File: config.mk
export PLATFORM = sky130hd
export DESIGN_NAME = heap_build_engine_core
export DESIGN_NICKNAME = d
export VERILOG_FILES = /design/src/rtl/core/hbe_pkg.sv /design/src/rtl/core/hbe_ram.sv /design/src/rtl/core/hbe_cmp.sv /design/src/rtl/core/heap_build_engine_core.sv
export VERILOG_INCLUDE_DIRS = /design/src /design/src/rtl/core
export SDC_FILE = /design/constraint.sdc
export NUM_CORES = 2
export LEC_CHECK = 0
export BUFFER_PORTS_ARGS = -buffer_cell sky130_fd_sc_hd__buf_2
export CORE_MARGIN = 3
export CORE_UTILIZATION = 63
export DETAILED_ROUTE_END_ITERATION = 10
export PLACE_DENSITY = 0.79
export SETUP_SLACK_MARGIN = 0.5
export SLEW_MARGIN = 25
export SYNTH_ARGS = -nofsm -noshare
export SYNTH_HDL_FRONTEND = slang
export SYNTH_SLANG_ARGS = --single-unit
File: constraint.sdc
create_clock -name clk -period 5.5 [get_ports clk]
set_input_delay 0.825 -clock clk [delete_from_list [all_inputs] [get_ports clk]]
set_output_delay 0.825 -clock clk [all_outputs]
set_load 0.1 [all_outputs]
File: src/rtl/core/heap_build_engine_core_assert.svh
// ----------------------------------------------------------------------------
// Heap build engine assertion macros
// Concurrent assertion wrappers; empty when SYNTHESIS is defined.
// ----------------------------------------------------------------------------
`ifndef HEAP_BUILD_ENGINE_CORE_ASSERT_SVH
`define HEAP_BUILD_ENGINE_CORE_ASSERT_SVH
`ifndef SYNTHESIS
`define HBE_ASSERT(lbl, clk, rst_n, prop, msg) \
    lbl: assert property (@(posedge clk) disable iff (!rst_n) prop) else $error(msg);
`define HBE_ASSERT_ALWAYS(lbl, clk, prop, msg) \
    lbl: assert property (@(posedge clk) prop) else $error(msg);
`else
`define HBE_ASSERT(lbl, clk, rst_n, prop, msg)
`define HBE_ASSERT_ALWAYS(lbl, clk, prop, msg)
`endif
`endif

File: src/rtl/core/hbe_pkg.sv
// ----------------------------------------------------------------------------
// Heap build engine package
// Shared widths, default capacity and the compare request type.
// ----------------------------------------------------------------------------
package hbe_pkg;

    localparam int HBE_DEPTH = 64;
    localparam int DATA_W    = 32;

    typedef logic signed [DATA_W-1:0] data_t;

    // Request to the shared compare unit
    typedef struct packed {
        logic signed [DATA_W-1:0] cand;
        logic signed [DATA_W-1:0] incumbent;
        logic                     min_mode;
    } cmp_req_t;

endpackage

File: src/rtl/core/hbe_ram.sv
// ----------------------------------------------------------------------------
// Heap build engine RAM
// Generic simple dual-port RAM: one write port, one registered read port.
// ----------------------------------------------------------------------------
module hbe_ram #(
    parameter int WIDTH = 32,
    parameter int DEPTH = 64,
    parameter int AW    = (DEPTH > 1) ? $clog2(DEPTH) : 1
) (
    input  logic             clk,
    input  logic             we,
    input  logic [AW-1:0]    waddr,
    input  logic [WIDTH-1:0] wdata,
    input  logic [AW-1:0]    raddr,
    output logic [WIDTH-1:0] rdata
);

    logic [WIDTH-1:0] mem [DEPTH];

    always_ff @(posedge clk)
    begin
        if (we)
        begin
            mem[waddr] <= wdata;
        end
        rdata <= mem[raddr];
    end

endmodule

File: src/rtl/core/hbe_cmp.sv
// ----------------------------------------------------------------------------
// Heap build engine compare unit
// Decides whether a candidate ranks strictly above the current pick.
// ----------------------------------------------------------------------------
module hbe_cmp (
    input  hbe_pkg::cmp_req_t req,
    output logic              above
);

    import hbe_pkg::*;

    logic gt;
    logic lt;

    assign gt    = $signed(req.cand) > $signed(req.incumbent);
    assign lt    = $signed(req.cand) < $signed(req.incumbent);
    // strict in both modes: equal values never move
    assign above = req.min_mode ? lt : gt;

endmodule

File: src/rtl/core/heap_build_engine_core.sv
// ----------------------------------------------------------------------------
// Heap build engine core
// Loads a set of signed values, heapifies it bottom up with one shared
// compare unit over a single RAM, then streams the heap out in index order.
// ----------------------------------------------------------------------------
//  port group | dir | payload                                  | end marker
//  s_*        | in  | tdata[31:0] value                        | tlast = last
//  m_*        | out | tdata[31:0] value_res, tuser[0] overflow | tlast = last_res
//  cfg_*      | in  | cfg_wdata = heap_order (0 max, 1 min)    | -
//
// Load writes each item up to DEPTH into the RAM. After the last item the build
// runs from node n/2-1 down to 0: fetch the node (ST_PLD), read the left child
// (ST_SIFT), compare it and read any right child (ST_CL), compare that (ST_CR),
// then swap (ST_DEC, ST_WR2) or stop, as the one RAM read and write port allow;
// ST_NEXT at node 0 ends the build; m_tready low holds the emission sequencer.
// s_tready is low from the last item until the final result is registered.
// No clearing pass after reset; rst_n clears the control state at once.
// ----------------------------------------------------------------------------
`include "heap_build_engine_core_assert.svh"

module heap_build_engine_core #(
    parameter int DEPTH = hbe_pkg::HBE_DEPTH
) (
    input  logic                       clk,
    input  logic                       rst_n,
    // cfg: heap_order
    input  logic                       cfg_we,
    input  logic                       cfg_wdata,
    // s_tdata: [31:0] value
    input  logic                       s_tvalid,
    output logic                       s_tready,
    input  logic [hbe_pkg::DATA_W-1:0] s_tdata,
    input  logic                       s_tlast,
    // m_tdata: [31:0] value_res
    output logic                       m_tvalid,
    input  logic                       m_tready,
    output logic [hbe_pkg::DATA_W-1:0] m_tdata,
    output logic                       m_tlast,
    // m_tuser: [0] overflow
    output logic                       m_tuser
);

    import hbe_pkg::*;

    localparam int AW  = (DEPTH > 1) ? $clog2(DEPTH) : 1;
    localparam int CW  = $clog2(DEPTH + 1);
    localparam int CHW = AW + 2;

    localparam logic [3:0] ST_LOAD  = 4'd0;
    localparam logic [3:0] ST_BINIT = 4'd1;
    localparam logic [3:0] ST_PLD   = 4'd2;
    localparam logic [3:0] ST_SIFT  = 4'd3;
    localparam logic [3:0] ST_CL    = 4'd4;
    localparam logic [3:0] ST_CR    = 4'd5;
    localparam logic [3:0] ST_DEC   = 4'd6;
    localparam logic [3:0] ST_WR2   = 4'd7;
    localparam logic [3:0] ST_NEXT  = 4'd8;
    localparam logic [3:0] ST_ERD   = 4'd9;
    localparam logic [3:0] ST_EOUT  = 4'd10;

    logic [3:0]    state_reg, state_next;
    logic [CW-1:0] count_reg, count_next;
    logic          ovf_reg, ovf_next;
    logic          heap_order_reg, heap_order_next;
    logic          order_reg, order_next;
    logic [AW-1:0] build_reg, build_next;
    logic [AW-1:0] node_reg, node_next;
    logic [AW-1:0] best_idx_reg, best_idx_next;
    logic [AW-1:0] eidx_reg, eidx_next;
    logic          m_valid_reg, m_valid_next;

    data_t         pval_reg, pval_next;
    data_t         best_val_reg, best_val_next;
    data_t         m_data_reg;
    logic          m_last_reg;
    logic          m_ovf_reg;

    logic          ram_we;
    logic [AW-1:0] ram_waddr;
    data_t         ram_wdata;
    logic [AW-1:0] ram_raddr;
    logic [DATA_W-1:0] ram_rdata;
    data_t         rd_val;

    cmp_req_t      cmp_req;
    logic          cmp_above;

    logic [CHW-1:0] left_idx;
    logic [CHW-1:0] right_idx;
    logic [CHW-1:0] count_ext;
    logic [AW-1:0]  half_m1;
    logic           s_fire;
    logic           out_free;
    logic           out_load;
    logic           last_hit;

    hbe_ram #(
        .WIDTH (DATA_W),
        .DEPTH (DEPTH),
        .AW    (AW)
    ) u_ram (
        .clk   (clk),
        .we    (ram_we),
        .waddr (ram_waddr),
        .wdata (ram_wdata),
        .raddr (ram_raddr),
        .rdata (ram_rdata)
    );

    assign rd_val = data_t'(ram_rdata);

    assign cmp_req.cand      = rd_val;
    assign cmp_req.incumbent = best_val_reg;
    assign cmp_req.min_mode  = order_reg;

    hbe_cmp u_cmp (
        .req   (cmp_req),
        .above (cmp_above)
    );

    assign left_idx  = {1'b0, node_reg, 1'b1};
    assign right_idx = left_idx + CHW'(1);
    assign count_ext = CHW'(count_reg);
    assign half_m1   = AW'((count_reg >> 1) - CW'(1));
    assign last_hit  = (CW'(eidx_reg) + CW'(1)) == count_reg;

    assign s_tready  = (state_reg == ST_LOAD);
    assign s_fire    = s_tvalid && s_tready;
    assign out_free  = !m_valid_reg || m_tready;

    assign heap_order_next = cfg_we ? cfg_wdata : heap_order_reg;

    always_comb
    begin
        state_next    = state_reg;
        count_next    = count_reg;
        ovf_next      = ovf_reg;
        order_next    = order_reg;
        build_next    = build_reg;
        node_next     = node_reg;
        best_idx_next = best_idx_reg;
        eidx_next     = eidx_reg;
        pval_next     = pval_reg;
        best_val_next = best_val_reg;
        ram_we        = 1'b0;
        ram_waddr     = node_reg;
        ram_wdata     = best_val_reg;
        ram_raddr     = eidx_reg;
        out_load      = 1'b0;

        unique case (state_reg)
            ST_LOAD:
            begin
                if (s_fire)
                begin
                    if (count_reg < CW'(DEPTH))
                    begin
                        ram_we     = 1'b1;
                        ram_waddr  = count_reg[AW-1:0];
                        ram_wdata  = data_t'(s_tdata);
                        count_next = count_reg + CW'(1);
                    end
                    else
                    begin
                        ovf_next = 1'b1;
                    end
                    if (s_tlast)
                    begin
                        order_next = heap_order_reg;
                        state_next = ST_BINIT;
                    end
                end
            end
            ST_BINIT:
            begin
                if (count_reg < CW'(2))
                begin
                    eidx_next  = '0;
                    state_next = ST_ERD;
                end
                else
                begin
                    build_next = half_m1;
                    node_next  = half_m1;
                    ram_raddr  = half_m1;
                    state_next = ST_PLD;
                end
            end
            ST_PLD:
            begin
                pval_next  = rd_val;
                state_next = ST_SIFT;
            end
            ST_SIFT:
            begin
                if (left_idx < count_ext)
                begin
                    ram_raddr     = left_idx[AW-1:0];
                    best_val_next = pval_reg;
                    best_idx_next = node_reg;
                    state_next    = ST_CL;
                end
                else
                begin
                    state_next = ST_NEXT;
                end
            end
            ST_CL:
            begin
                if (cmp_above)
                begin
                    best_val_next = rd_val;
                    best_idx_next = left_idx[AW-1:0];
                end
                if (right_idx < count_ext)
                begin
                    ram_raddr  = right_idx[AW-1:0];
                    state_next = ST_CR;
                end
                else
                begin
                    state_next = ST_DEC;
                end
            end
            ST_CR:
            begin
                if (cmp_above)
                begin
                    best_val_next = rd_val;
                    best_idx_next = right_idx[AW-1:0];
                end
                state_next = ST_DEC;
            end
            ST_DEC:
            begin
                if (best_idx_reg == node_reg)
                begin
                    state_next = ST_NEXT;
                end
                else
                begin
                    // move the winning child up
                    ram_we     = 1'b1;
                    ram_waddr  = node_reg;
                    ram_wdata  = best_val_reg;
                    state_next = ST_WR2;
                end
            end
            ST_WR2:
            begin
                // drop the sifted value into the child slot and follow it
                ram_we     = 1'b1;
                ram_waddr  = best_idx_reg;
                ram_wdata  = pval_reg;
                node_next  = best_idx_reg;
                state_next = ST_SIFT;
            end
            ST_NEXT:
            begin
                if (build_reg == '0)
                begin
                    eidx_next  = '0;
                    state_next = ST_ERD;
                end
                else
                begin
                    build_next = build_reg - AW'(1);
                    node_next  = build_reg - AW'(1);
                    ram_raddr  = build_reg - AW'(1);
                    state_next = ST_PLD;
                end
            end
            ST_ERD:
            begin
                ram_raddr  = eidx_reg;
                state_next = ST_EOUT;
            end
            ST_EOUT:
            begin
                // hold the read address while the output register is full
                ram_raddr = eidx_reg;
                if (out_free)
                begin
                    out_load = 1'b1;
                    if (last_hit)
                    begin
                        count_next = '0;
                        ovf_next   = 1'b0;
                        state_next = ST_LOAD;
                    end
                    else
                    begin
                        eidx_next = eidx_reg + AW'(1);
                        ram_raddr = eidx_reg + AW'(1);
                    end
                end
            end
            default:
            begin
                state_next = ST_LOAD;
            end
        endcase
    end

    always_comb
    begin
        if (out_load)
        begin
            m_valid_next = 1'b1;
        end
        else if (m_tready)
        begin
            m_valid_next = 1'b0;
        end
        else
        begin
            m_valid_next = m_valid_reg;
        end
    end

    always_ff @(posedge clk or negedge rst_n)
    begin
        if (!rst_n)
        begin
            state_reg      <= ST_LOAD;
            count_reg      <= '0;
            ovf_reg        <= 1'b0;
            heap_order_reg <= 1'b0;
            order_reg      <= 1'b0;
            build_reg      <= '0;
            node_reg       <= '0;
            best_idx_reg   <= '0;
            eidx_reg       <= '0;
            m_valid_reg    <= 1'b0;
        end
        else
        begin
            state_reg      <= state_next;
            count_reg      <= count_next;
            ovf_reg        <= ovf_next;
            heap_order_reg <= heap_order_next;
            order_reg      <= order_next;
            build_reg      <= build_next;
            node_reg       <= node_next;
            best_idx_reg   <= best_idx_next;
            eidx_reg       <= eidx_next;
            m_valid_reg    <= m_valid_next;
        end
    end

    always_ff @(posedge clk)
    begin
        pval_reg     <= pval_next;
        best_val_reg <= best_val_next;
        if (out_load)
        begin
            m_data_reg <= rd_val;
            m_last_reg <= last_hit;
            m_ovf_reg  <= ovf_reg;
        end
    end

    assign m_tvalid = m_valid_reg;
    assign m_tdata  = m_data_reg;
    assign m_tlast  = m_last_reg;
    assign m_tuser  = m_ovf_reg;

    `HBE_ASSERT(a_count_cap, clk, rst_n, count_reg <= CW'(DEPTH), "element count beyond capacity")
    `HBE_ASSERT(a_ovf_set, clk, rst_n, (s_fire && count_reg == CW'(DEPTH)) |=> ovf_reg, "dropped item did not set overflow")
    `HBE_ASSERT(a_swap_child, clk, rst_n, (state_reg == ST_WR2) |-> (best_idx_reg != node_reg), "swap with the node itself")
    `HBE_ASSERT(a_left_in_set, clk, rst_n, (state_reg == ST_CL) |-> (left_idx < count_ext), "left child read past the set")
    `HBE_ASSERT(a_set_cleared, clk, rst_n, (state_reg == ST_LOAD && $past(state_reg) == ST_EOUT) |-> (count_reg == '0 && !ovf_reg), "set not cleared after emission")

endmodule

==> results.yml <==
worst_setup_path:
  cpPeakStageDelay_ps: 470
  crit_start: "node_reg[3]"
  r2r_start: "node_reg[3]"
  path_buf_inv: 6
  cp_top_family: "compound AO/OA/AOI/OAI gates"
  crit_slowest_cell: "dfrtp_1"
  worstSetupEndpointType: "flop"
  r2r_slack_ps: 580
  r2r_end: "u_ram.rdata[2]"
  crit_path_start_kind: "flop"
  r2r_cells: 19
  worst-setup-path-type: "reg -> reg"
  critPathArrivalTime_ps: 5630
  crit_chain: "buf_4 > xnor2_1 > ha_1 > o21a_1 > o21ai_0 > a21oi_2 > buf_4 > o21a_2 > o31ai_4 > and2_4 > buf_12 > buf_12 > or3_2 > buf_6 > a21oi_1 > a2111o_1 > o31ai_1 > buf_4 > a211oi_2"
  worstPathMaxFanout: 25
  crit_top_cell: "buf_4"
  cp.required_ps: 6210
cells_and_area:
  multiInputGateArea_um2: 21090
  fillers: 7924
  fin_area_um2: 99850
  seq_area_um2: 66060
  syn_to_final_growth_pct: 13.25
  top_register: "u_ram.mem"
  largest_reg_flops: 2048
  layout.nets: 5524
  drive_above_1_share_pct: 21.52
  fin_util_pct: 72.27
placed_design:
  hpwl_mm: 150.7
  gp_congestion: 0.9618
  portBuffers: 74
  dpl_cell_area_um2: 93020
clocking:
  clk_latency_ps: 850
  htreeDepth: 4
  clk_path_buf_depth: 3
  ctsHoldBuffers: 0
  cts_buffers: 205
  cts_tree: "done"
  cts_root_buf: "clkbuf_16"
  clk_pin_slew_ps: 60
  cts.sinks: 2217
synthesis:
  synth_area_um2: 88170
  syn_nets: 5211
  yosys-top-cells-area: "edfxtp_1 (73%), mux4_2 (6.7%), nand2_1 (3.0%)"
  synth_edf_count: 2146
  postSynthAreaPerCell_um2: 17.22
  async_flop_share_pct: 1.759
  synth_common_cells: "edfxtp_1 (2146), nand2_1 (715), mux4_2 (264), a21oi_1 (200), mux2i_1 (191)"
  synth_ff_type: "edfxtp_1"
  ys_ff_latch: 2217
  netlist.top_cell.by_area: "edfxtp_1"
  synth_top_area_share_pct: 73.08
  yosysMostFrequentCell: "edfxtp_1"
  seq_area_frac_synth_pct: 74.92
  syn_inst: 5121
  synthDistinctLibCells: 89
  yosys_warnings: 0
die:
  die_w_um: 380.1
  initial_utilization_pct: 63.81
  fp.dieArea_um2: 144500
  core_area_um2: 138200
  fp-row-count: 136
  ios: 75
  die_h_um: 380.1
global_routing:
  antenna_found_initial: 11
  grt_pass1_wl_mm: 360.8
  grt_overflow: 0
  grt_use_total_pct: 34.76
  grt_max_degree: 87
  grt_pass1_vias: 51370
sta:
  fmax_mhz: 203.2
  worst_pin_slew_ps: 1121
  rsz0062_at_grt: "yes"
  hold_slack_ps: -16.12
  period_share_pct: 89.49
  hold_violations: 2
  drv_slew: 0
  setup_violations: 0
  fin_crit_ps: 4922
  skew_ps: 51.55
  relSlewSlack_pct: 25.29
drt:
  routed_wl_mm: 253.1
  drc: 0
  m1WireLength_mm: 85.31
  met2WireLength_mm: 115.3
  ant_nets: 0
  vias_per_cell: 6.976
  routedWlPerCell_um: 33.86
  vias: 52140
  initialDrtViolationCount: 8855
  wl_met3_mm: 37.68
  dr.pass1.iters: 8
  top_layer: "met5"
outcome:
  status: "finished with violations"
  violations: "hold timing"
run:
  drv_cap: 0
hold_path:
  hp-class: "in -> async"
## cells in the final DEF, fill, tap and decap left out, drive strengths merged, types with 13 or more instances in the layout
master and n:
nor2 123, mux2 46, nand2 715, clkinv 104, a22oi 74, and2 27, a21oi 200, a32oi 13
a21boi 32, nor2b 15, dfrtp 39, xnor2 20, a2111o 30, a31oi 36, a32o 48, a22o 33
edfxtp 2146, mux2i 191, nand3 98, nor3 21, o21ai 92, o31ai 23, o22ai 88, nand4 13
or4 36, buf 412, dfxtp 32, a311oi 31, inv 58, clkbuf 262, a211oi 67, and3 17
ha 51, mux4 264, a221o 13
## layout make-up
class	instances	area share, %
multi-input cells	2541	21.12
well taps	1863	2.334
repair buffers	417	3.814
diodes	3	0.007518
inverters	52	0.1955
clock buffers	257	5.413
clock inverters	124	0.9586
flip-flops and latches	2217	66.16
## worst max path at each step
stage | end | slack, ps | cells after the start
finish | u_ram.rdata[2] | 580 | 19
global route | u_ram.rdata[22] | 480 | 18
CTS | u_ram.rdata[18] | 470 | 17
detailed placement | u_ram.rdata[18] | -60 | 16
global placement | u_ram.rdata[18] | -6 | 17
floorplan | u_ram.mem[43][0] | 420 | 9
## per-layer routing
layer	up-vias	track usage (%)
met2	4248	51.75
met4	14	18.05
met3	751	10.76
li1	20970	-
met5	-	0
met1	26150	46.92
## worst reg2reg max path, delay by kind of cell, from the launching register on
| kind | cells | cell delay [ps] |
|---|---|---|
| AOI/OAI and AO/OA | 9 | 1970 |
| buffers and inverters | 6 | 1250 |
| and+or+nand+nor | 2 | 520 |
| DFF | 1 | 470 |
| xor gates and xnor gates | 1 | 310 |
| adders and majority gates | 1 | 300 |
## repair_timing
item | in CTS | in global routing
setup endpoints to repair | 30 | 32
resized for setup | 13 | 39
hold endpoints to repair | 0 | 0
gates cloned | 0 | 5
buffers inserted | 7 | 5
pin swaps | 2 | 4
## through the flow
stage,setup slack [ps],setup TNS (ps),std cells
final,578.2,0,7474
after detailed placement,-64.64,-64.64,7073
after floorplan,420.5,0,5121
after global placement,-6.463,-6.463,7073
after global routing,476.9,0,7471
after CTS,471.9,0,7461
## cells by family after synthesis
group	after synthesis	share of synthesized area, %
buffers and inverters	363	2.163
AOI/OAI and AO/OA	847	6.892
DFF	2217	74.92
muxes	501	9.499
and+or+nand+nor	1110	5.487
adders and majority gates	51	0.7237
xor gates and xnor gates	32	0.3179
Power is not shown: default switching activity piles up to over one toggle a cycle in this logic, so the estimate is an artifact.
